==> config.mk <==
export PLATFORM = sky130hd
export DESIGN_NAME = cbsw_div_cell
export DESIGN_NICKNAME = d
export VERILOG_FILES = /design/src/cbsw_pkg.sv /design/src/cbsw_div_cell.sv
export SDC_FILE = /design/constraint.sdc
export NUM_CORES = 1
export LEC_CHECK = 0
export BUFFER_PORTS_ARGS = -buffer_cell sky130_fd_sc_hd__buf_2
export CAP_MARGIN = 30
export CORE_ASPECT_RATIO = 1.2
export CORE_UTILIZATION = 49
export DETAILED_ROUTE_END_ITERATION = 7
export HOLD_SLACK_MARGIN = 0.05
export PLACE_DENSITY = 0.81
export SLEW_MARGIN = 25
export SYNTH_ARGS = -nofsm -noshare
export SYNTH_HDL_FRONTEND = slang
export SYNTH_SLANG_ARGS = --single-unit
==> constraint.sdc <==
create_clock -name clock -period 3.6 [get_ports clock]
set_input_delay 0.18 -clock clock [delete_from_list [all_inputs] [get_ports clock]]
set_output_delay 0.18 -clock clock [all_outputs]
set_load 0.02 [all_outputs]
==> src/cbsw_pkg.sv <==
`default_nettype none
// ---------------------------------------------------------------------------
// cbsw_pkg: shared types and constants
// Word formats, register map and fixed-point constants of the cubic B-spline
// basis weight core.
// ---------------------------------------------------------------------------
package cbsw_pkg;

   localparam int TIME_BITS              = 32;
   localparam int WEIGHT_FRAC_BITS       = 16;
   localparam int MAX_CONTROL_POINTS_DEF = 64;
   localparam int CP_BITS                = 6;
   localparam int COUNT_BITS             = 7;
   localparam int MIN_CONTROL_POINTS     = 4;
   localparam int CSR_ADDR_W             = 4;
   localparam int CSR_DATA_W             = 32;

   // register indexes (paddr[3:2])
   localparam logic [1:0] REG_NUM_CP   = 2'd0;
   localparam logic [1:0] REG_WIN_BEG  = 2'd1;
   localparam logic [1:0] REG_WIN_END  = 2'd2;

   localparam logic [COUNT_BITS-1:0] NUM_CP_RESET  = COUNT_BITS'(MIN_CONTROL_POINTS);
   localparam logic [TIME_BITS-1:0]  WIN_BEG_RESET = '0;
   localparam logic [TIME_BITS-1:0]  WIN_END_RESET = '1;

   // numerator of the final divide by six: up to 7 * 2^F + 3
   localparam int WVAL_W = WEIGHT_FRAC_BITS + 3;
   localparam logic [WVAL_W-1:0] RECIP6 = WVAL_W'(((64'd1) << WVAL_W) / 64'd6);

   // largest weight any point can take (inner weight at u = 0)
   localparam logic [WEIGHT_FRAC_BITS-1:0] WEIGHT_MAX =
      WEIGHT_FRAC_BITS'(((64'd4 << WEIGHT_FRAC_BITS) + 64'd3) / 64'd6);

   typedef struct packed {
      logic [CP_BITS-1:0]   cp_index;
      logic [TIME_BITS-1:0] sample_time;
   } req_word_type;

   typedef struct packed {
      logic [WEIGHT_FRAC_BITS-1:0] weight;
      logic                        in_support;
   } rsp_word_type;

endpackage
`default_nettype wire

==> src/cbsw_div_cell.sv <==
`default_nettype none
// ---------------------------------------------------------------------------
// cbsw_div_cell: one restoring division step
// Shifts one dividend bit into the partial remainder, subtracts the span
// when it fits and appends the quotient bit; registered toward the next cell.
// ---------------------------------------------------------------------------
module cbsw_div_cell #(
   parameter int NSEG_W = 6,
   parameter int QW     = 22
) (
   input  wire                              clock,
   input  wire                              reset,
   input  wire  [cbsw_pkg::TIME_BITS-1:0]   span,
   input  wire                              in_valid,
   output logic                             in_ready,
   input  wire  [cbsw_pkg::TIME_BITS-1:0]   in_rem,
   input  wire  [NSEG_W-1:0]                in_lo,
   input  wire  [QW-1:0]                    in_quo,
   input  wire  [cbsw_pkg::CP_BITS-1:0]     in_cp,
   input  wire                              in_empty,
   output logic                             out_valid,
   input  wire                              out_ready,
   output logic [cbsw_pkg::TIME_BITS-1:0]   out_rem,
   output logic [NSEG_W-1:0]                out_lo,
   output logic [QW-1:0]                    out_quo,
   output logic [cbsw_pkg::CP_BITS-1:0]     out_cp,
   output logic                             out_empty
);
   import cbsw_pkg::*;

   logic                 v_ff;
   logic [TIME_BITS:0]   trial;
   logic                 fits;
   logic [TIME_BITS-1:0] rem_in, rem_ff;
   logic [NSEG_W-1:0]    lo_in, lo_ff;
   logic [QW-1:0]        quo_in, quo_ff;
   logic [CP_BITS-1:0]   cp_ff;
   logic                 empty_ff;

   assign in_ready = !v_ff || out_ready;

   always_comb begin
      trial  = {in_rem, in_lo[NSEG_W-1]};
      fits   = trial >= {1'b0, span};
      rem_in = fits ? TIME_BITS'(trial - {1'b0, span}) : trial[TIME_BITS-1:0];
      lo_in  = in_lo << 1;
      quo_in = {in_quo[QW-2:0], fits};
   end

   always_ff @(posedge clock) begin
      if (reset) begin
         v_ff <= 1'b0;
      end else if (in_ready) begin
         v_ff <= in_valid;
      end
   end

   always_ff @(posedge clock) begin
      if (in_ready) begin
         rem_ff   <= rem_in;
         lo_ff    <= lo_in;
         quo_ff   <= quo_in;
         cp_ff    <= in_cp;
         empty_ff <= in_empty;
      end
   end

   assign out_valid = v_ff;
   assign out_rem   = rem_ff;
   assign out_lo    = lo_ff;
   assign out_quo   = quo_ff;
   assign out_cp    = cp_ff;
   assign out_empty = empty_ff;

   // partial remainder must stay below the divisor
   a_rem_below_span: assert property (@(posedge clock) disable iff (reset)
      v_ff && !empty_ff |-> rem_ff < span)
      else $error("divider remainder not below span");

endmodule
`default_nettype wire

==> impl_metrics.py <==
metrics = {
    "logic_synthesis": {
        "synthFlopType": "edfxtp_1",
        "synth_compound_area_frac": 0.177,
        "ys_seq_elements": 67,
        "synth_top_family_by_area": "compound AO/OA/AOI/OAI gates",
        "yosys.area_share.adder": 0.0997,
        "synth_area_mm2": 0.00422,
        "yosys_warnings": 0,
        "async_reset_ff_frac": 0,
        "yosys.area_share.xor_xnor": 0.0561,
        "ys_types": 49,
        "synthCells": 413,
        "seq_area_frac_synth": 0.475,
        "synth_edf_count": 66,
        "synthMuxAreaShare": 0.0315,
        "synth.avg_cell_area_um2": 10.2,
        "yosys.area_share.simple": 0.106,
        "synth_nets": 549,
    },
    "sta": {
        "fin_skew_ps": 5.33,
        "rsz0062_at_grt": "no",
        "period_needed_ps": 2990,
        "tns_ps": 0,
        "worstMarginPinSlew_ps": 693,
        "setup_ws_ps": 608,
        "clock.fmax_ghz": 0.334,
        "maxSlewHeadroom": 0.538,
        "final-setup-viol-count": 0,
        "whs_ps": 71.3,
        "hold_viol_final": 0,
        "slew_violations": 0,
        "fin_crit_sh": 0.831,
    },
    "die": {
        "core_mm2": 0.00824,
        "die_h_um": 104,
        "start_util": 0.512,
        "die_area_mm2": 0.00898,
        "row_count": 36,
        "num_io_pins": 172,
        "die_x_um": 86.7,
    },
    "run": {
        "maxCapViolations": 0,
    },
    "worst_hold_path": {
        "whs_path_depth": 3,
        "hp-class": "in2reg",
    },
    "worst_setup_path": {
        "crit_fanout": 3,
        "crit_type": "in2reg",
        "cp-start-kind": "primary input",
        "arrival_ps": 3110,
        "reg2reg_depth": 2,
        "cp-end-kind": "flop",
        "crit_required_ps": 3710,
        "rrSetupSlack_ps": 1910,
    },
    "placed_design": {
        "hpwlAfterDp_um": 8390,
        "placed_area_mm2": 0.00517,
        "io_buffers": 169,
        "routabilityCongestion": 0.913,
        "dp_slack_ps": 245,
        "dpl.cell_count": 684,
    },
    "grt": {
        "grt_max_degree": 43,
        "grt_pass1_wl_um": 20100,
        "grt_usage": 0.291,
        "antenna_found_initial": 1,
        "overflow": 0,
        "grt_pass1_vias": 4160,
    },
    "finish": {
        "finalInstanceArea_mm2": 0.00571,
        "final_nets": 751,
        "fin_util": 0.693,
        "layout-drive-gt1-share": 0.324,
        "final_common_cell": "buf_2",
        "layout.cells.non_filler": 734,
        "layout_common_cells": "169 x buf_2, 66 x edfxtp_1, 56 x a21oi_1",
        "syn2layout_area_growth_pct": 35.5,
        "diodes": 0,
    },
    "detailed_routing": {
        "drt_iter0_markers": 232,
        "vias": 4047,
        "wire_per_inst_um": 17.4,
        "postRouteAntennaNets": 0,
        "via_per_inst": 5.51,
        "drc": 0,
        "wl_um": 12800,
        "drtPass1Iterations": 4,
    },
    "power": {
        "ir_drop_mv": 0.207,
        "p_per_area_mw_per_mm2": 431,
        "total_power_mw": 2.46,
        "p_leak_nw": 2.68,
    },
    "clock_tree": {
        "cts.path.max_buffers": 2,
        "cts_tree": "yes",
        "clock_latency_ps": 360,
        "h-tree-depth": 3,
        "clkSinkCount": 67,
        "clk_pin_slew_worst_paths_ps": 80,
        "numCtsBuffers": 9,
        "cts_setup_buffers": 0,
        "cts_root_buf": "clkbuf_8",
        "post_cts_resized": 0,
    },
    "status": {
        "status": "completed",
    },
}
[area by class of cell]
cell class | count | area (um^2)
clock inverter | 6 | 65.1
sequential | 67 | 2000
clock buffer | 10 | 138
fill | 594 | 2530
tap | 114 | 143
timing repair buffer | 207 | 1230
inverter | 39 | 146
multi-input combinational | 291 | 1990
[cell usage after synthesis, drive strengths merged (2+ instances only)]
master / count / share of area
edfxtp: 66 / 0.47
a21oi: 56 / 0.066
inv: 39 / 0.035
nor2: 37 / 0.033
ha: 32 / 0.095
nand2: 28 / 0.025
o21ai: 16 / 0.020
xnor2: 15 / 0.031
a21o: 13 / 0.023
xor2: 12 / 0.025
mux2: 10 / 0.027
buf: 8 / 0.012
clkbuf: 8 / 0.0071
nand3: 8 / 0.0095
nand4: 7 / 0.010
o21a: 6 / 0.011
nand2b: 5 / 0.0074
a211oi: 4 / 0.0083
nor4: 4 / 0.0059
o211ai: 4 / 0.0071
o21bai: 3 / 0.0053
a211o: 2 / 0.0042
a31oi: 2 / 0.0030
and2: 2 / 0.0030
mux2i: 2 / 0.0047
nor2b: 2 / 0.0030
nor3: 2 / 0.0024
o22ai: 2 / 0.0030
o31ai: 2 / 0.0068
o41ai: 2 / 0.0042
[cell families (layout without fill, tap and decap cells)]
| family | Yosys count | count (layout) |
|---|---|---|
| adder cells (fa/ha/maj) | 33 | 33 |
| buffers and inverters | 55 | 262 |
| AND/OR/NAND/NOR | 99 | 99 |
| multiplexers | 12 | 12 |
| AO/OA/AOI/OAI | 119 | 119 |
| XOR/XNOR | 27 | 27 |
| other | 1 | 1 |
| flip-flops | 67 | 67 |
[power breakdown]
| part | switching (mW) | internal, mW |
|---|---|---|
| Clock | 0.318 | 0.338 |
| Combinational | 0.472 | 0.316 |
| Sequential | 0.0308 | 0.986 |
| Total | 0.821 | 1.64 |
[state kept, by name, indices dropped and copies added (netlist names)]
register	count
out_rem	32
out_empty	1
out_valid	1
out_lo	5
out_cp	6
out_quo	22
[final timing paths]
kind / endpoint / from
worst max-delay path: out_rem[30]$_DFFE_PP_ / in_lo[5]
worst min-delay path: out_valid$_SDFFE_PP0P_ / in_valid
worst max register to register: out_rem[17]$_DFFE_PP_ / out_valid$_SDFFE_PP0P_
worst min register to register: out_rem[4]$_DFFE_PP_ / out_valid$_SDFFE_PP0P_
[critical path: stages]
cell       delay (ps)
buf_2              90
inv_1              40
ha_1              200
fa_1              410
nand2b_1          190
a21oi_1           170
o2111ai_1         210
o311a_1           370
a21oi_1           250
a21oi_1           180
o41ai_1           400
xor2_1            110
mux2_1            310
[what timing repair did]
| item | CTS | global route |
|---|---|---|
| hold buffers | 34 | 0 |
| endpoints found under the setup margin | 0 | 0 |
| endpoints found under the hold margin | 34 | 0 |
[layer usage]
metal  routed length (um)  GRT usage  vias up
li1                     -          -     1904
met1                 4750      0.327     1870
met2                 6520      0.511      233
met3                 1170     0.0725       38
met4                  340      0.133        2
met5                   12          0        -
Note: power is estimated with default switching activity, not from simulation.
