`config.mk`:
```
export PLATFORM = sky130hd
export DESIGN_NAME = cbsw_front
export DESIGN_NICKNAME = d
export VERILOG_FILES = /design/src/cbsw_pkg.sv /design/src/cbsw_front.sv
export SDC_FILE = /design/constraint.sdc
export NUM_CORES = 1
export LEC_CHECK = 0
export BUFFER_PORTS_ARGS = -buffer_cell sky130_fd_sc_hd__buf_2
export CELL_PAD_IN_SITES_DETAIL_PLACEMENT = 0
export CELL_PAD_IN_SITES_GLOBAL_PLACEMENT = 1
export CORE_ASPECT_RATIO = 0.75
export CORE_MARGIN = 10
export CORE_UTILIZATION = 30
export DETAILED_ROUTE_END_ITERATION = 7
export HOLD_SLACK_MARGIN = 0.15
export PLACE_DENSITY_LB_ADDON = 0.1
export SETUP_SLACK_MARGIN = 0.1
export SKIP_LAST_GASP = 1
export SLEW_MARGIN = 20
export SYNTH_ARGS = -nofsm -noshare
export SYNTH_HDL_FRONTEND = slang
export SYNTH_SLANG_ARGS = --single-unit
export TNS_END_PERCENT = 50
```
`constraint.sdc`:
```
create_clock -name clock -period 13.2 [get_ports clock]
set_clock_uncertainty 0.05 [all_clocks]
set_input_delay 1.32 -clock clock [delete_from_list [all_inputs] [get_ports clock]]
set_output_delay 1.32 -clock clock [all_outputs]
set_load 0.005 [all_outputs]
```
`src/cbsw_pkg.sv`:
```
`default_nettype none
// ---------------------------------------------------------------------------
// cbsw_pkg: shared types and constants
// Word formats, register map and fixed-point constants of the cubic B-spline
// basis weight core.
// ---------------------------------------------------------------------------
package cbsw_pkg;

   localparam int TIME_BITS              = 32;
   localparam int WEIGHT_FRAC_BITS       = 16;
   localparam int MAX_CONTROL_POINTS_DEF = 64;
   localparam int CP_BITS                = 6;
   localparam int COUNT_BITS             = 7;
   localparam int MIN_CONTROL_POINTS     = 4;
   localparam int CSR_ADDR_W             = 4;
   localparam int CSR_DATA_W             = 32;

   // register indexes (paddr[3:2])
   localparam logic [1:0] REG_NUM_CP   = 2'd0;
   localparam logic [1:0] REG_WIN_BEG  = 2'd1;
   localparam logic [1:0] REG_WIN_END  = 2'd2;

   localparam logic [COUNT_BITS-1:0] NUM_CP_RESET  = COUNT_BITS'(MIN_CONTROL_POINTS);
   localparam logic [TIME_BITS-1:0]  WIN_BEG_RESET = '0;
   localparam logic [TIME_BITS-1:0]  WIN_END_RESET = '1;

   // numerator of the final divide by six: up to 7 * 2^F + 3
   localparam int WVAL_W = WEIGHT_FRAC_BITS + 3;
   localparam logic [WVAL_W-1:0] RECIP6 = WVAL_W'(((64'd1) << WVAL_W) / 64'd6);

   // largest weight any point can take (inner weight at u = 0)
   localparam logic [WEIGHT_FRAC_BITS-1:0] WEIGHT_MAX =
      WEIGHT_FRAC_BITS'(((64'd4 << WEIGHT_FRAC_BITS) + 64'd3) / 64'd6);

   typedef struct packed {
      logic [CP_BITS-1:0]   cp_index;
      logic [TIME_BITS-1:0] sample_time;
   } req_word_type;

   typedef struct packed {
      logic [WEIGHT_FRAC_BITS-1:0] weight;
      logic                        in_support;
   } rsp_word_type;

endpackage
`default_nettype wire

```
`src/cbsw_front.sv`:
```
`default_nettype none
// ---------------------------------------------------------------------------
// cbsw_front: time clamp and segment product
// Clamps the sample time to the window, subtracts the start and scales by
// the segment count; splits the product into the divider's start remainder
// and the low bits that the divider cells shift in.
// ---------------------------------------------------------------------------
module cbsw_front #(
   parameter int NSEG_W = 6
) (
   input  wire                                 clock,
   input  wire                                 reset,
   input  wire                                 in_valid,
   output logic                                in_ready,
   input  wire  cbsw_pkg::req_word_type        in_word,
   input  wire  [cbsw_pkg::TIME_BITS-1:0]      window_start,
   input  wire  [cbsw_pkg::TIME_BITS-1:0]      window_end,
   input  wire  [NSEG_W-1:0]                   nseg,
   output logic                                out_valid,
   input  wire                                 out_ready,
   output logic [cbsw_pkg::TIME_BITS-1:0]      out_rem,
   output logic [NSEG_W-1:0]                   out_lo,
   output logic [cbsw_pkg::CP_BITS-1:0]        out_cp,
   output logic                                out_empty
);
   import cbsw_pkg::*;

   localparam int PW = TIME_BITS + NSEG_W;

   logic                 a_v_ff, b_v_ff;
   logic                 a_rdy, b_rdy;
   logic [TIME_BITS-1:0] tc;
   logic [TIME_BITS-1:0] diff_in, diff_ff;
   logic                 empty_in, empty_a_ff, empty_b_ff;
   logic [CP_BITS-1:0]   cp_a_ff, cp_b_ff;
   logic [PW-1:0]        prod_in, prod_ff;

   assign b_rdy    = !b_v_ff || out_ready;
   assign a_rdy    = !a_v_ff || b_rdy;
   assign in_ready = a_rdy;

   always_comb begin
      if (in_word.sample_time < window_start) begin
         tc = window_start;
      end else if (in_word.sample_time > window_end) begin
         tc = window_end;
      end else begin
         tc = in_word.sample_time;
      end
      diff_in  = tc - window_start;
      empty_in = !(window_end > window_start);
      prod_in  = PW'(diff_ff) * PW'(nseg);
   end

   always_ff @(posedge clock) begin
      if (reset) begin
         a_v_ff <= 1'b0;
         b_v_ff <= 1'b0;
      end else begin
         if (a_rdy) begin
            a_v_ff <= in_valid;
         end
         if (b_rdy) begin
            b_v_ff <= a_v_ff;
         end
      end
   end

   always_ff @(posedge clock) begin
      if (a_rdy) begin
         diff_ff    <= diff_in;
         empty_a_ff <= empty_in;
         cp_a_ff    <= in_word.cp_index;
      end
      if (b_rdy) begin
         prod_ff    <= prod_in;
         empty_b_ff <= empty_a_ff;
         cp_b_ff    <= cp_a_ff;
      end
   end

   assign out_valid = b_v_ff;
   assign out_rem   = prod_ff[PW-1:NSEG_W];
   assign out_lo    = prod_ff[NSEG_W-1:0];
   assign out_cp    = cp_b_ff;
   assign out_empty = empty_b_ff;

endmodule
`default_nettype wire

```
==> run metrics <==
status complete, no violations; R2R cell count 16; Critical Path AT 6.82 ns; Final ANT Viol Nets 0; worst-skew pair later-pin latency 0.37 ns; M3 GR Usage 2.91%; GRT busiest layer met2; WHS Path Cells 0; vias 10.3k; DRC errors left 0; total grt overflow 0; final net count 2000; Worst-Margin Slew 0.982 ns; Post-CTS Setup Repair Bufs 0; initial antenna violation count 0; Routed WL 35700 µm; Post-CTS Hold Buffers 0; crit-path leading delay family compound AO/OA/AOI/OAI gates; largest net degree at the start of global routing 64; PostCTS Resize Cnt 0; Setup crit start kind primary input; Clk pin slew, worst setup/hold paths 0.08 ns; commonest non-fill, non-tap cell in the layout nand2_1; synthesized flop and latch total 86; number of synthesized flops with an enable pin 84; WP data required 13.26 ns; Die Wd 258 µm; post-synth top area share 19.8%; fin crit share 51.2%; vias in the first global route 11.4k; Syn Area/Cell 8.75 µm²; Crit. path cell count 24; row count 65; Hold Vio Cnt, Final 0; GPL Wtd Cong 0.868; Initial Util 30.3%; global-route wire length before repair 60400 µm; leading register cell type out of synthesis edfxtp_1; syn_nets 1862; drt first pass iters 4; yosys synthesis warning count 0; P&R area growth vs syn 13.9%; # H-tree levels 3; core area 42000 µm²; die height 198 µm; CTS tree yes; area leader, netlist edfxtp_1; initial DRC count 484; antenna cells 0; dpl hpwl 30000 µm; I/O Buffers 158; vias per cell 4.75; clock sink count 86; RSZ-0062 raised after global routing no; total track usage 14.6%; WL/cell 16.5 µm; async set or reset register ratio after synthesis 0%; Hold/Removal Path Class reg2reg; Tmin final 6.76 ns; leading cell types in the layout, fill and taps excluded nand2_1, inv_1, ha_1; total CTS buffers 9; Slowest-stage cell, CP a221oi_1; CP bufs+invs 3; met1 usage 19.2%; Cells after Synth 1456; CP endpoint kind flip-flop; grt met2 use 24.7%; Setup Total Neg Slack 0 ns; Seq/Total Area, Yosys 20.1%; die area 51200 µm²; root buf cell clkbuf_16; share of layout cells above drive strength 1 12.6%; crit path kind in2reg; Post-Syn Area 12700 µm²; CP Cell Sequence buf_2 > ha_1 > a21o_1 > a21o_1 > a221oi_1 > o22ai_1 > a21oi_4 > buf_4 > nor2_1 > a21oi_1 > nor2_1 > a21oi_1 > ha_1 > inv_1 > fa_1 > a211oi_1 > o21bai_1 > a21oi_1 > o21ai_1 > o21ai_2 > a21oi_1 > a21oi_1 > o31ai_1 > xor2_1; CTS max path bufs 2; library cells used by synthesis 69; Ports 159; Achievable Freq 148 MHz; worst-path fanout max 47; Slew Limit Headroom 33.9%; endpoints failing setup 0; maxcap violations 0; Top cell by count, worst path a21oi_1; Pins Over Slew Limit 0; Synth area leaders edfxtp_1, fa_1, ha_1, nand2_1, inv_1; critical path's largest stage delay 0.57 ns
-- worst reg2reg max path, stage by stage, from the launching register on --
cell,delay [ns]
edfxtp_1,0.47
and2_1,0.22
fa_1,0.53
inv_1,0.06
fa_1,0.51
fa_1,0.55
inv_1,0.04
ha_1,0.32
o21ai_0,0.09
nor2_1,0.29
o2111ai_2,0.30
a2111oi_2,0.68
o2111ai_2,0.25
a21oi_2,0.27
o41ai_2,0.12
mux2i_1,0.15
nand2_1,0.07
-- sequential cells by signal, summed over array words and instances, names as in the netlist --
name,cells
out_valid,1
empty_a_ff,1
cp_a_ff,6
a_v_ff,1
out_empty,1
diff_ff,32
prod_ff,38
out_cp,6
-- area by class of cell --
type | count | area [µm²]
inverter | 210 | 790
tap | 569 | 712
fill | 4446 | 27500
clock buffer | 10 | 229
clock inverter | 6 | 119
timing repair buffer | 163 | 828
sequential | 86 | 2560
multi-input combinational | 1124 | 9270
-- final timing paths --
kind                                         endpoint  slack [ns]            startpoint
worst max-delay path            diff_ff[30]$_DFFE_PP_        6.44           in_word[29]
worst min-delay path              out_cp[1]$_DFFE_PP_        0.36  cp_a_ff[1]$_DFFE_PP_
worst max register to register  prod_ff[34]$_DFFE_PP_        7.98  diff_ff[1]$_DFFE_PP_
worst min register to register    out_cp[1]$_DFFE_PP_        0.36  cp_a_ff[1]$_DFFE_PP_
-- per-stage QoR --
step	setup slack [ns]	hold slack [ns]	utilization [%]	instance area, µm²	instances
floorplan	7.39	0.350	-	12700	1456
global placement	6.18	0.351	33.7	14200	2152
detailed placement	6.13	0.356	33.7	14200	2152
CTS	6.49	0.369	34.5	14500	2168
global route	5.85	0.380	34.5	14500	2168
finish	6.44	0.365	34.5	14500	2168
-- metal layers --
layer	routed length, µm	part of all wire [%]	vias up
met2	16600	46	153
li1	-	-	5216
met3	1480	4.1	20
met1	17300	48	4916
met4	346	0.97	0
met5	0	0	-
-- cell usage after synthesis (3+ instances only) --
| library cell | number |
|---|---|
| o21bai_1 | 7 |
| nand4_1 | 31 |
| o21a_1 | 13 |
| buf_2 | 4 |
| or3_1 | 4 |
| a2111oi_0 | 3 |
| inv_1 | 210 |
| xor2_1 | 19 |
| a211oi_1 | 13 |
| edfxtp_1 | 84 |
| a221oi_1 | 4 |
| a21oi_1 | 114 |
| nor3_1 | 13 |
| and4_1 | 5 |
| o221ai_1 | 3 |
| ha_1 | 172 |
| o21ai_0 | 69 |
| a21o_1 | 49 |
| nor2_1 | 87 |
| o31ai_1 | 3 |
| nand2_1 | 218 |
| nor2b_1 | 12 |
| nand3_1 | 9 |
| and2_1 | 45 |
| nor3b_1 | 3 |
| and3_1 | 6 |
| o211ai_1 | 7 |
| fa_1 | 122 |
| xnor2_1 | 32 |
| nand2b_1 | 11 |
| clkbuf_1 | 32 |
| o31a_1 | 3 |
-- cell families after synthesis --
kind of cell / synth area share [%]
AND/OR/NAND/NOR: 16.4
AO/OA/AOI/OAI: 16.5
adder cells (fa/ha/maj): 36.1
buffers and inverters: 7.29
flip-flops: 20.1
XOR/XNOR: 3.51
multiplexers: 0.157
Power is left out: the tool's default activity adds up to more than one toggle a clock period on the data nets, which glitch-free logic cannot reach.
