--- config.mk ---
export PLATFORM = sky130hd
export DESIGN_NAME = cbsw_weight
export DESIGN_NICKNAME = d
export VERILOG_FILES = /design/src/cbsw_pkg.sv /design/src/cbsw_weight.sv
export SDC_FILE = /design/constraint.sdc
export NUM_CORES = 2
export LEC_CHECK = 0
export BUFFER_PORTS_ARGS = -buffer_cell sky130_fd_sc_hd__buf_2
export CORE_ASPECT_RATIO = 0.6
export CORE_MARGIN = 10
export CORE_UTILIZATION = 35
export CTS_CLUSTER_DIAMETER = 60
export CTS_CLUSTER_SIZE = 8
export DETAILED_ROUTE_END_ITERATION = 8
export PLACE_DENSITY = 0.51
export SETUP_SLACK_MARGIN = 0.2
export SLEW_MARGIN = 20
export SYNTH_ARGS = -nofsm -noshare
export SYNTH_HDL_FRONTEND = slang
export SYNTH_SLANG_ARGS = --single-unit
--- constraint.sdc ---
create_clock -name clock -period 6.5 [get_ports clock]
set_input_delay 1.95 -clock clock [delete_from_list [all_inputs] [get_ports clock]]
set_output_delay 1.95 -clock clock [all_outputs]
set_load 0.01 [all_outputs]
--- src/cbsw_pkg.sv ---
`default_nettype none
// ---------------------------------------------------------------------------
// cbsw_pkg: shared types and constants
// Word formats, register map and fixed-point constants of the cubic B-spline
// basis weight core.
// ---------------------------------------------------------------------------
package cbsw_pkg;

   localparam int TIME_BITS              = 32;
   localparam int WEIGHT_FRAC_BITS       = 16;
   localparam int MAX_CONTROL_POINTS_DEF = 64;
   localparam int CP_BITS                = 6;
   localparam int COUNT_BITS             = 7;
   localparam int MIN_CONTROL_POINTS     = 4;
   localparam int CSR_ADDR_W             = 4;
   localparam int CSR_DATA_W             = 32;

   // register indexes (paddr[3:2])
   localparam logic [1:0] REG_NUM_CP   = 2'd0;
   localparam logic [1:0] REG_WIN_BEG  = 2'd1;
   localparam logic [1:0] REG_WIN_END  = 2'd2;

   localparam logic [COUNT_BITS-1:0] NUM_CP_RESET  = COUNT_BITS'(MIN_CONTROL_POINTS);
   localparam logic [TIME_BITS-1:0]  WIN_BEG_RESET = '0;
   localparam logic [TIME_BITS-1:0]  WIN_END_RESET = '1;

   // numerator of the final divide by six: up to 7 * 2^F + 3
   localparam int WVAL_W = WEIGHT_FRAC_BITS + 3;
   localparam logic [WVAL_W-1:0] RECIP6 = WVAL_W'(((64'd1) << WVAL_W) / 64'd6);

   // largest weight any point can take (inner weight at u = 0)
   localparam logic [WEIGHT_FRAC_BITS-1:0] WEIGHT_MAX =
      WEIGHT_FRAC_BITS'(((64'd4 << WEIGHT_FRAC_BITS) + 64'd3) / 64'd6);

   typedef struct packed {
      logic [CP_BITS-1:0]   cp_index;
      logic [TIME_BITS-1:0] sample_time;
   } req_word_type;

   typedef struct packed {
      logic [WEIGHT_FRAC_BITS-1:0] weight;
      logic                        in_support;
   } rsp_word_type;

endpackage
`default_nettype wire

--- src/cbsw_weight.sv ---
`default_nettype none
// ---------------------------------------------------------------------------
// cbsw_weight: basis polynomial pipeline
// Turns the scaled quotient into segment and fraction, picks the basis
// branch for the requested point, forms x^2 and x^3 and divides by six.
// ---------------------------------------------------------------------------
module cbsw_weight #(
   parameter int NSEG_W = 6,
   parameter int QW     = 22
) (
   input  wire                              clock,
   input  wire                              reset,
   input  wire  [NSEG_W-1:0]                nseg,
   input  wire                              in_valid,
   output logic                             in_ready,
   input  wire  [QW-1:0]                    in_quo,
   input  wire  [cbsw_pkg::CP_BITS-1:0]     in_cp,
   input  wire                              in_empty,
   output logic                             out_valid,
   input  wire                              out_ready,
   output cbsw_pkg::rsp_word_type           out_word
);
   import cbsw_pkg::*;

   localparam int F      = WEIGHT_FRAC_BITS;
   localparam int XW     = F + 1;
   localparam int VW     = WVAL_W;
   localparam int DW     = ((NSEG_W > CP_BITS) ? NSEG_W : CP_BITS) + 1;
   localparam int STAGES = 6;

   localparam logic [XW-1:0] ONE_Q = XW'(1) << F;

   // position of the point among the four active ones
   localparam logic [1:0] POS_FIRST  = 2'd0;
   localparam logic [1:0] POS_SECOND = 2'd1;
   localparam logic [1:0] POS_THIRD  = 2'd2;

   logic [STAGES-1:0] v_ff;
   logic [STAGES-1:0] rdy;

   // stage 1: segment, fraction and branch select
   logic [NSEG_W-1:0] seg_raw, seg;
   logic [XW-1:0]     u;
   logic [DW-1:0]     offset;
   logic [1:0]        pos;
   logic              sup_in, inner_in;
   logic [XW-1:0]     x_in;
   logic [XW-1:0]     x1_ff;
   logic              sup1_ff, inner1_ff;

   // stage 2: square
   logic [2*XW-1:0]   sq_full;
   logic [XW-1:0]     x2_in, x2_ff, xb_ff;
   logic              sup2_ff, inner2_ff;

   // stage 3: cube
   logic [2*XW-1:0]   cu_full;
   logic [XW-1:0]     x3_in, x3_ff, x2c_ff;
   logic              sup3_ff, inner3_ff;

   // stage 4: numerator
   logic [VW-1:0]     pos_sum, neg_sum, num_in, num4_ff;
   logic              sup4_ff;

   // stage 5: reciprocal product
   logic [2*VW-1:0]   prod_in, prod5_ff;
   logic [VW-1:0]     num5_ff;
   logic              sup5_ff;

   // stage 6: correction, output register
   logic [VW-1:0]     q0, rest, wq;
   logic [F-1:0]      weight_in, weight_ff;
   logic              sup6_ff;

   always_comb begin
      rdy[STAGES-1] = !v_ff[STAGES-1] || out_ready;
      for (int i = STAGES - 2; i >= 0; i--) begin
         rdy[i] = !v_ff[i] || rdy[i+1];
      end
   end
   assign in_ready = rdy[0];

   always_ff @(posedge clock) begin
      if (reset) begin
         v_ff <= '0;
      end else begin
         if (rdy[0]) begin
            v_ff[0] <= in_valid;
         end
         for (int i = 1; i < STAGES; i++) begin
            if (rdy[i]) begin
               v_ff[i] <= v_ff[i-1];
            end
         end
      end
   end

   always_comb begin
      seg_raw = in_quo[QW-1:F];
      if (in_empty) begin
         seg = '0;
         u   = '0;
      end else if (seg_raw >= nseg) begin
         // time at the window end: last segment, u = 1
         seg = nseg - NSEG_W'(1);
         u   = ONE_Q;
      end else begin
         seg = seg_raw;
         u   = {1'b0, in_quo[F-1:0]};
      end
      offset   = DW'(in_cp) - DW'(seg);
      sup_in   = !offset[DW-1] && (offset <= DW'(3));
      pos      = offset[1:0];
      x_in     = (pos == POS_FIRST || pos == POS_THIRD) ? ONE_Q - u : u;
      inner_in = (pos == POS_SECOND || pos == POS_THIRD);
   end

   always_comb begin
      sq_full = (2*XW)'(x1_ff) * (2*XW)'(x1_ff);
      x2_in   = XW'(sq_full >> F);
      cu_full = (2*XW)'(x2_ff) * (2*XW)'(xb_ff);
      x3_in   = XW'(cu_full >> F);
   end

   always_comb begin
      pos_sum = (VW'(1) << (F + 2)) + (VW'(x3_ff) << 1) + VW'(x3_ff) + VW'(3);
      neg_sum = (VW'(x2c_ff) << 2) + (VW'(x2c_ff) << 1);
      if (!inner3_ff) begin
         num_in = VW'(x3_ff) + VW'(3);
      end else if (pos_sum >= neg_sum) begin
         num_in = pos_sum - neg_sum;
      end else begin
         num_in = '0;
      end
      prod_in = (2*VW)'(num4_ff) * (2*VW)'(RECIP6);
   end

   // quotient estimate is low by at most one
   always_comb begin
      q0        = prod5_ff[2*VW-1:VW];
      rest      = num5_ff - ((q0 << 2) + (q0 << 1));
      wq        = (rest >= VW'(6)) ? q0 + VW'(1) : q0;
      weight_in = sup5_ff ? wq[F-1:0] : '0;
   end

   always_ff @(posedge clock) begin
      if (rdy[0]) begin
         x1_ff     <= x_in;
         sup1_ff   <= sup_in;
         inner1_ff <= inner_in;
      end
      if (rdy[1]) begin
         x2_ff     <= x2_in;
         xb_ff     <= x1_ff;
         sup2_ff   <= sup1_ff;
         inner2_ff <= inner1_ff;
      end
      if (rdy[2]) begin
         x3_ff     <= x3_in;
         x2c_ff    <= x2_ff;
         sup3_ff   <= sup2_ff;
         inner3_ff <= inner2_ff;
      end
      if (rdy[3]) begin
         num4_ff <= num_in;
         sup4_ff <= sup3_ff;
      end
      if (rdy[4]) begin
         prod5_ff <= prod_in;
         num5_ff  <= num4_ff;
         sup5_ff  <= sup4_ff;
      end
      if (rdy[5]) begin
         weight_ff <= weight_in;
         sup6_ff   <= sup5_ff;
      end
   end

   assign out_valid           = v_ff[STAGES-1];
   assign out_word.weight     = weight_ff;
   assign out_word.in_support = sup6_ff;

   a_x_unit: assert property (@(posedge clock) disable iff (reset)
      v_ff[0] |-> x1_ff <= ONE_Q)
      else $error("basis argument above one");

   a_unsupported_zero: assert property (@(posedge clock) disable iff (reset)
      v_ff[STAGES-1] && !sup6_ff |-> weight_ff == '0)
      else $error("weight nonzero outside support");

   a_weight_max: assert property (@(posedge clock) disable iff (reset)
      v_ff[STAGES-1] |-> weight_ff <= WEIGHT_MAX)
      else $error("weight above basis maximum");

endmodule
`default_nettype wire
==> impl_metrics.csv <==
group,metric,value,unit
status,outcome,"completed",
routing,first_iter_violations,1569,
timing,tightest_slew,0.995,ns
routing,vias,22700,
routing,drt-vias-per-instance,4.69,
cts,cts.clk_slew.worst_paths,0.07,ns
synthesis,ys_types,75,
global_route,grt_pass1_wl,137000,µm
synthesis,synth_top_family_by_area,"adder cells",
cts,clockBufferDepth,2,
synthesis,yosys-top-cells-count,"inv_1 (791), fa_1 (530), ha_1 (478)",
floorplanning,ioPinCount,58,
routing,drc,0,
synthesis,netlist_instances,3330,
critical_path,startpoint_type,"flip-flop",
critical_path,max_stage_delay,0.54,ns
placed_design,hpwl,74400,µm
critical_path,slowest_stage,"fa_2",
synthesis,synthAdderAreaFrac,51.2,%
synthesis,synthArstFlopShare,0,%
routing,dr.pass1.iters,5,
timing,rsz0062_at_grt,"yes",
placed_design,gp_congestion,0.916,
critical_path,crit_top_cell,"fa_1",
synthesis,syn_area_per_cell,9.74,µm²
cts,cts_buffers,17,
timing,layout_setup_ws,0.191,ns
timing,max_freq,0.158,GHz
synthesis,yosys_warnings,0,
layout,syn2layout_area_growth,14.8,%
cts,htreeDepth,4,
layout,drive_above_1_share,13.3,%
timing,fin_worst_skew,0.0157,ns
timing,finalHoldViolCount,0,
synthesis,synth_seq_cells,171,
layout,fin_nets,4632,
floorplanning,row_count,86,
cts,clk_latency,0.49,ns
floorplanning,core,91900,µm²
synthesis,synth_most_common_cell,"inv_1",
timing,period_needed,6.31,ns
timing,post-route-period-util,97.1,%
timing,setup_viol,0,
run,drv_cap,0,
cts,root_buffer,"clkbuf_16",
timing,relSlewSlack,33.4,%
routing,ant_nets,0,
global_route,grt_pass1_vias,23000,
synthesis,yosys.area.top_type,"fa_1",
global_route,grt_max_degree,38,
synthesis,synthTopCellsByArea,"fa_1 (33%), ha_1 (18%), edfxtp_1 (15%), inv_1 (9.2%), and2_1 (3.9%)",
critical_path,path_class,"flip-flop to flip-flop",
cts,cts_tree,"built",
critical_path,critical_path_buf_inv_count,10,
synthesis,synth_compound_area_share,6.72,%
synthesis,synthXorXnorAreaFrac,4.13,%
floorplanning,die-area,106000,µm²
floorplanning,die_w,413,µm
synthesis,muxShareOfSynthArea,0.0965,%
critical_path,crit_path_max_fanout,4,
synthesis,ys.flop_type,"edfxtp_1",
synthesis,synthesis.nets,4377,
global_route,gr-total-overflow,0,
synthesis,ys_seq_area_share,15.6,%
timing,slew_violations,0,
routing,wl_per_cell,17.8,µm
placed_design,io_buffers,57,
cts,cts_hold_buffers,0,
synthesis,synth_edf_count,165,
min_path,min-delay-path-class,"flip-flop to flip-flop",
routing,drt-total-wl,86000,µm
floorplanning,start_util,35.3,%
critical_path,end_kind,"flip-flop",
critical_path,critPathTopFamily,"adder cells",
critical_path,arrival,6.56,ns
floorplanning,die_h,256,µm
global_route,grt_antenna_before_repair,3,
synthesis,synth_top_area_share,32.7,%
critical_path,worst_ep_required_time,6.75,ns
placed_design,dp_slack,-0.342,ns
synthesis,synth-simple-area-share,12.2,%
cts,cts_sinks,171,
global_route,grtUsageTotal,16.5,%
synthesis,synth_area,32400,µm²
-- area by class of cell --
| cell class | count | area (µm²) |
|---|---|---|
| Timing Repair Buffer | 306 | 2330 |
| Sequential cell | 171 | 5070 |
| Tap cell | 1232 | 1540 |
| Inverter | 791 | 2970 |
| Multi-Input combinational cell | 2298 | 24700 |
| Fill cell | 9161 | 54700 |
| Clock buffer | 17 | 425 |
| Antenna cell | 2 | 5.00 |
| Clock inverter | 14 | 164 |
-- sequential cells by signal (all words and copies together) (netlist names) --
name,count
v_ff,6
xb_ff,17
x1_ff,17
weight_ff,16
num5_ff,19
x3_ff,17
num4_ff,19
sup2_ff,1
sup5_ff,1
x2_ff,17
sup1_ff,1
inner3_ff,1
sup3_ff,1
x2c_ff,17
sup6_ff,1
inner2_ff,1
sup4_ff,1
inner1_ff,1
prod5_ff,17
-- worst register-to-register path, cell delays in order (launching register included) --
cell	delay, ns
edfxtp_1	0.44
buf_6	0.14
buf_4	0.11
buf_4	0.11
nand2_1	0.06
fa_2	0.54
inv_2	0.04
ha_1	0.27
inv_1	0.05
fa_1	0.46
fa_1	0.49
inv_1	0.05
fa_1	0.53
inv_1	0.05
fa_1	0.51
inv_2	0.05
ha_4	0.21
and3_4	0.17
a221o_1	0.39
a21oi_4	0.23
a31oi_4	0.15
o21ai_2	0.15
buf_6	0.14
a21oi_4	0.07
o2111ai_2	0.20
nand3b_1	0.17
buf_4	0.17
xor2_1	0.13
-- cells by family after synthesis --
kind of cell	after synthesis
AO/OA/AOI/OAI	331
XOR/XNOR	153
adder cells (fa/ha/maj)	1008
buffers and inverters	861
flip-flops	171
multiplexers	3
AND/OR/NAND/NOR	803
-- repair_timing --
| item | in CTS | in global routing |
|---|---|---|
| buffers inserted | 21 | 28 |
| endpoints found under the setup margin | 22 | 29 |
| gates resized for setup | 49 | 122 |
| pin swaps | 23 | 85 |
-- per-layer routing --
metal | track usage, % | wire length (µm)
met5 | 0 | 0
met2 | 18.4 | 27600
met4 | 1.98 | 501
met3 | 4.61 | 6680
met1 | 29.4 | 51300
-- path summary, 6_finish.rpt --
check                           slack, ns  depth (start not counted)                  from              endpoint
worst max-delay path                 0.19                         27    x1_ff[9]$_DFFE_PP_   x2_ff[15]$_DFFE_PP_
worst min-delay path                 0.46                          2  v_ff[0]$_SDFFE_PP0P_  v_ff[1]$_SDFFE_PP0P_
worst max register to register       0.19                         27    x1_ff[9]$_DFFE_PP_   x2_ff[15]$_DFFE_PP_
worst min register to register       0.46                          2  v_ff[0]$_SDFFE_PP0P_  v_ff[1]$_SDFFE_PP0P_
-- placed cells by master (no fill, tap or decap), types with 8 or more instances in the layout --
cell and n:
and2_1 186, buf_6 24, or3_1 17, ha_1 462
a31oi_1 13, buf_2 57, o21ai_1 9, ha_4 14
and2_4 16, o22ai_1 15, fa_1 516, nand3_1 29
o21ai_0 43, edfxtp_1 165, nand2_1 303, inv_2 22
nand4_1 16, xor2_1 55, a21oi_1 83, inv_1 769
nand2b_1 21, nor3_1 33, buf_4 218, a21o_1 33
a21oi_2 9, xnor2_1 96, a211o_1 9, fa_2 14
a211oi_1 8, and3_1 10, o21a_1 13, nor2_1 95
clkbuf_16 17, o21bai_1 12, nor2b_1 26
-- through the flow --
| stage | cell area [µm²] | cells | hold slack (ns) | util [%] | TNS [ns] |
|---|---|---|---|---|---|
| after floorplan | 32400 | 3330 | 0.400 | - | 0 |
| after global routing | 37200 | 4829 | 0.466 | 40.5 | 0 |
| after global placement | 35600 | 4749 | 0.438 | 38.7 | -2.40 |
| final | 37200 | 4831 | 0.457 | 40.5 | 0 |
| after CTS | 36500 | 4801 | 0.462 | 39.7 | 0 |
| after detailed placement | 35600 | 4749 | 0.444 | 38.7 | -2.67 |
Power is left out: the tool's default activity adds up to more than one toggle a clock period on the data nets, which glitch-free logic cannot reach.
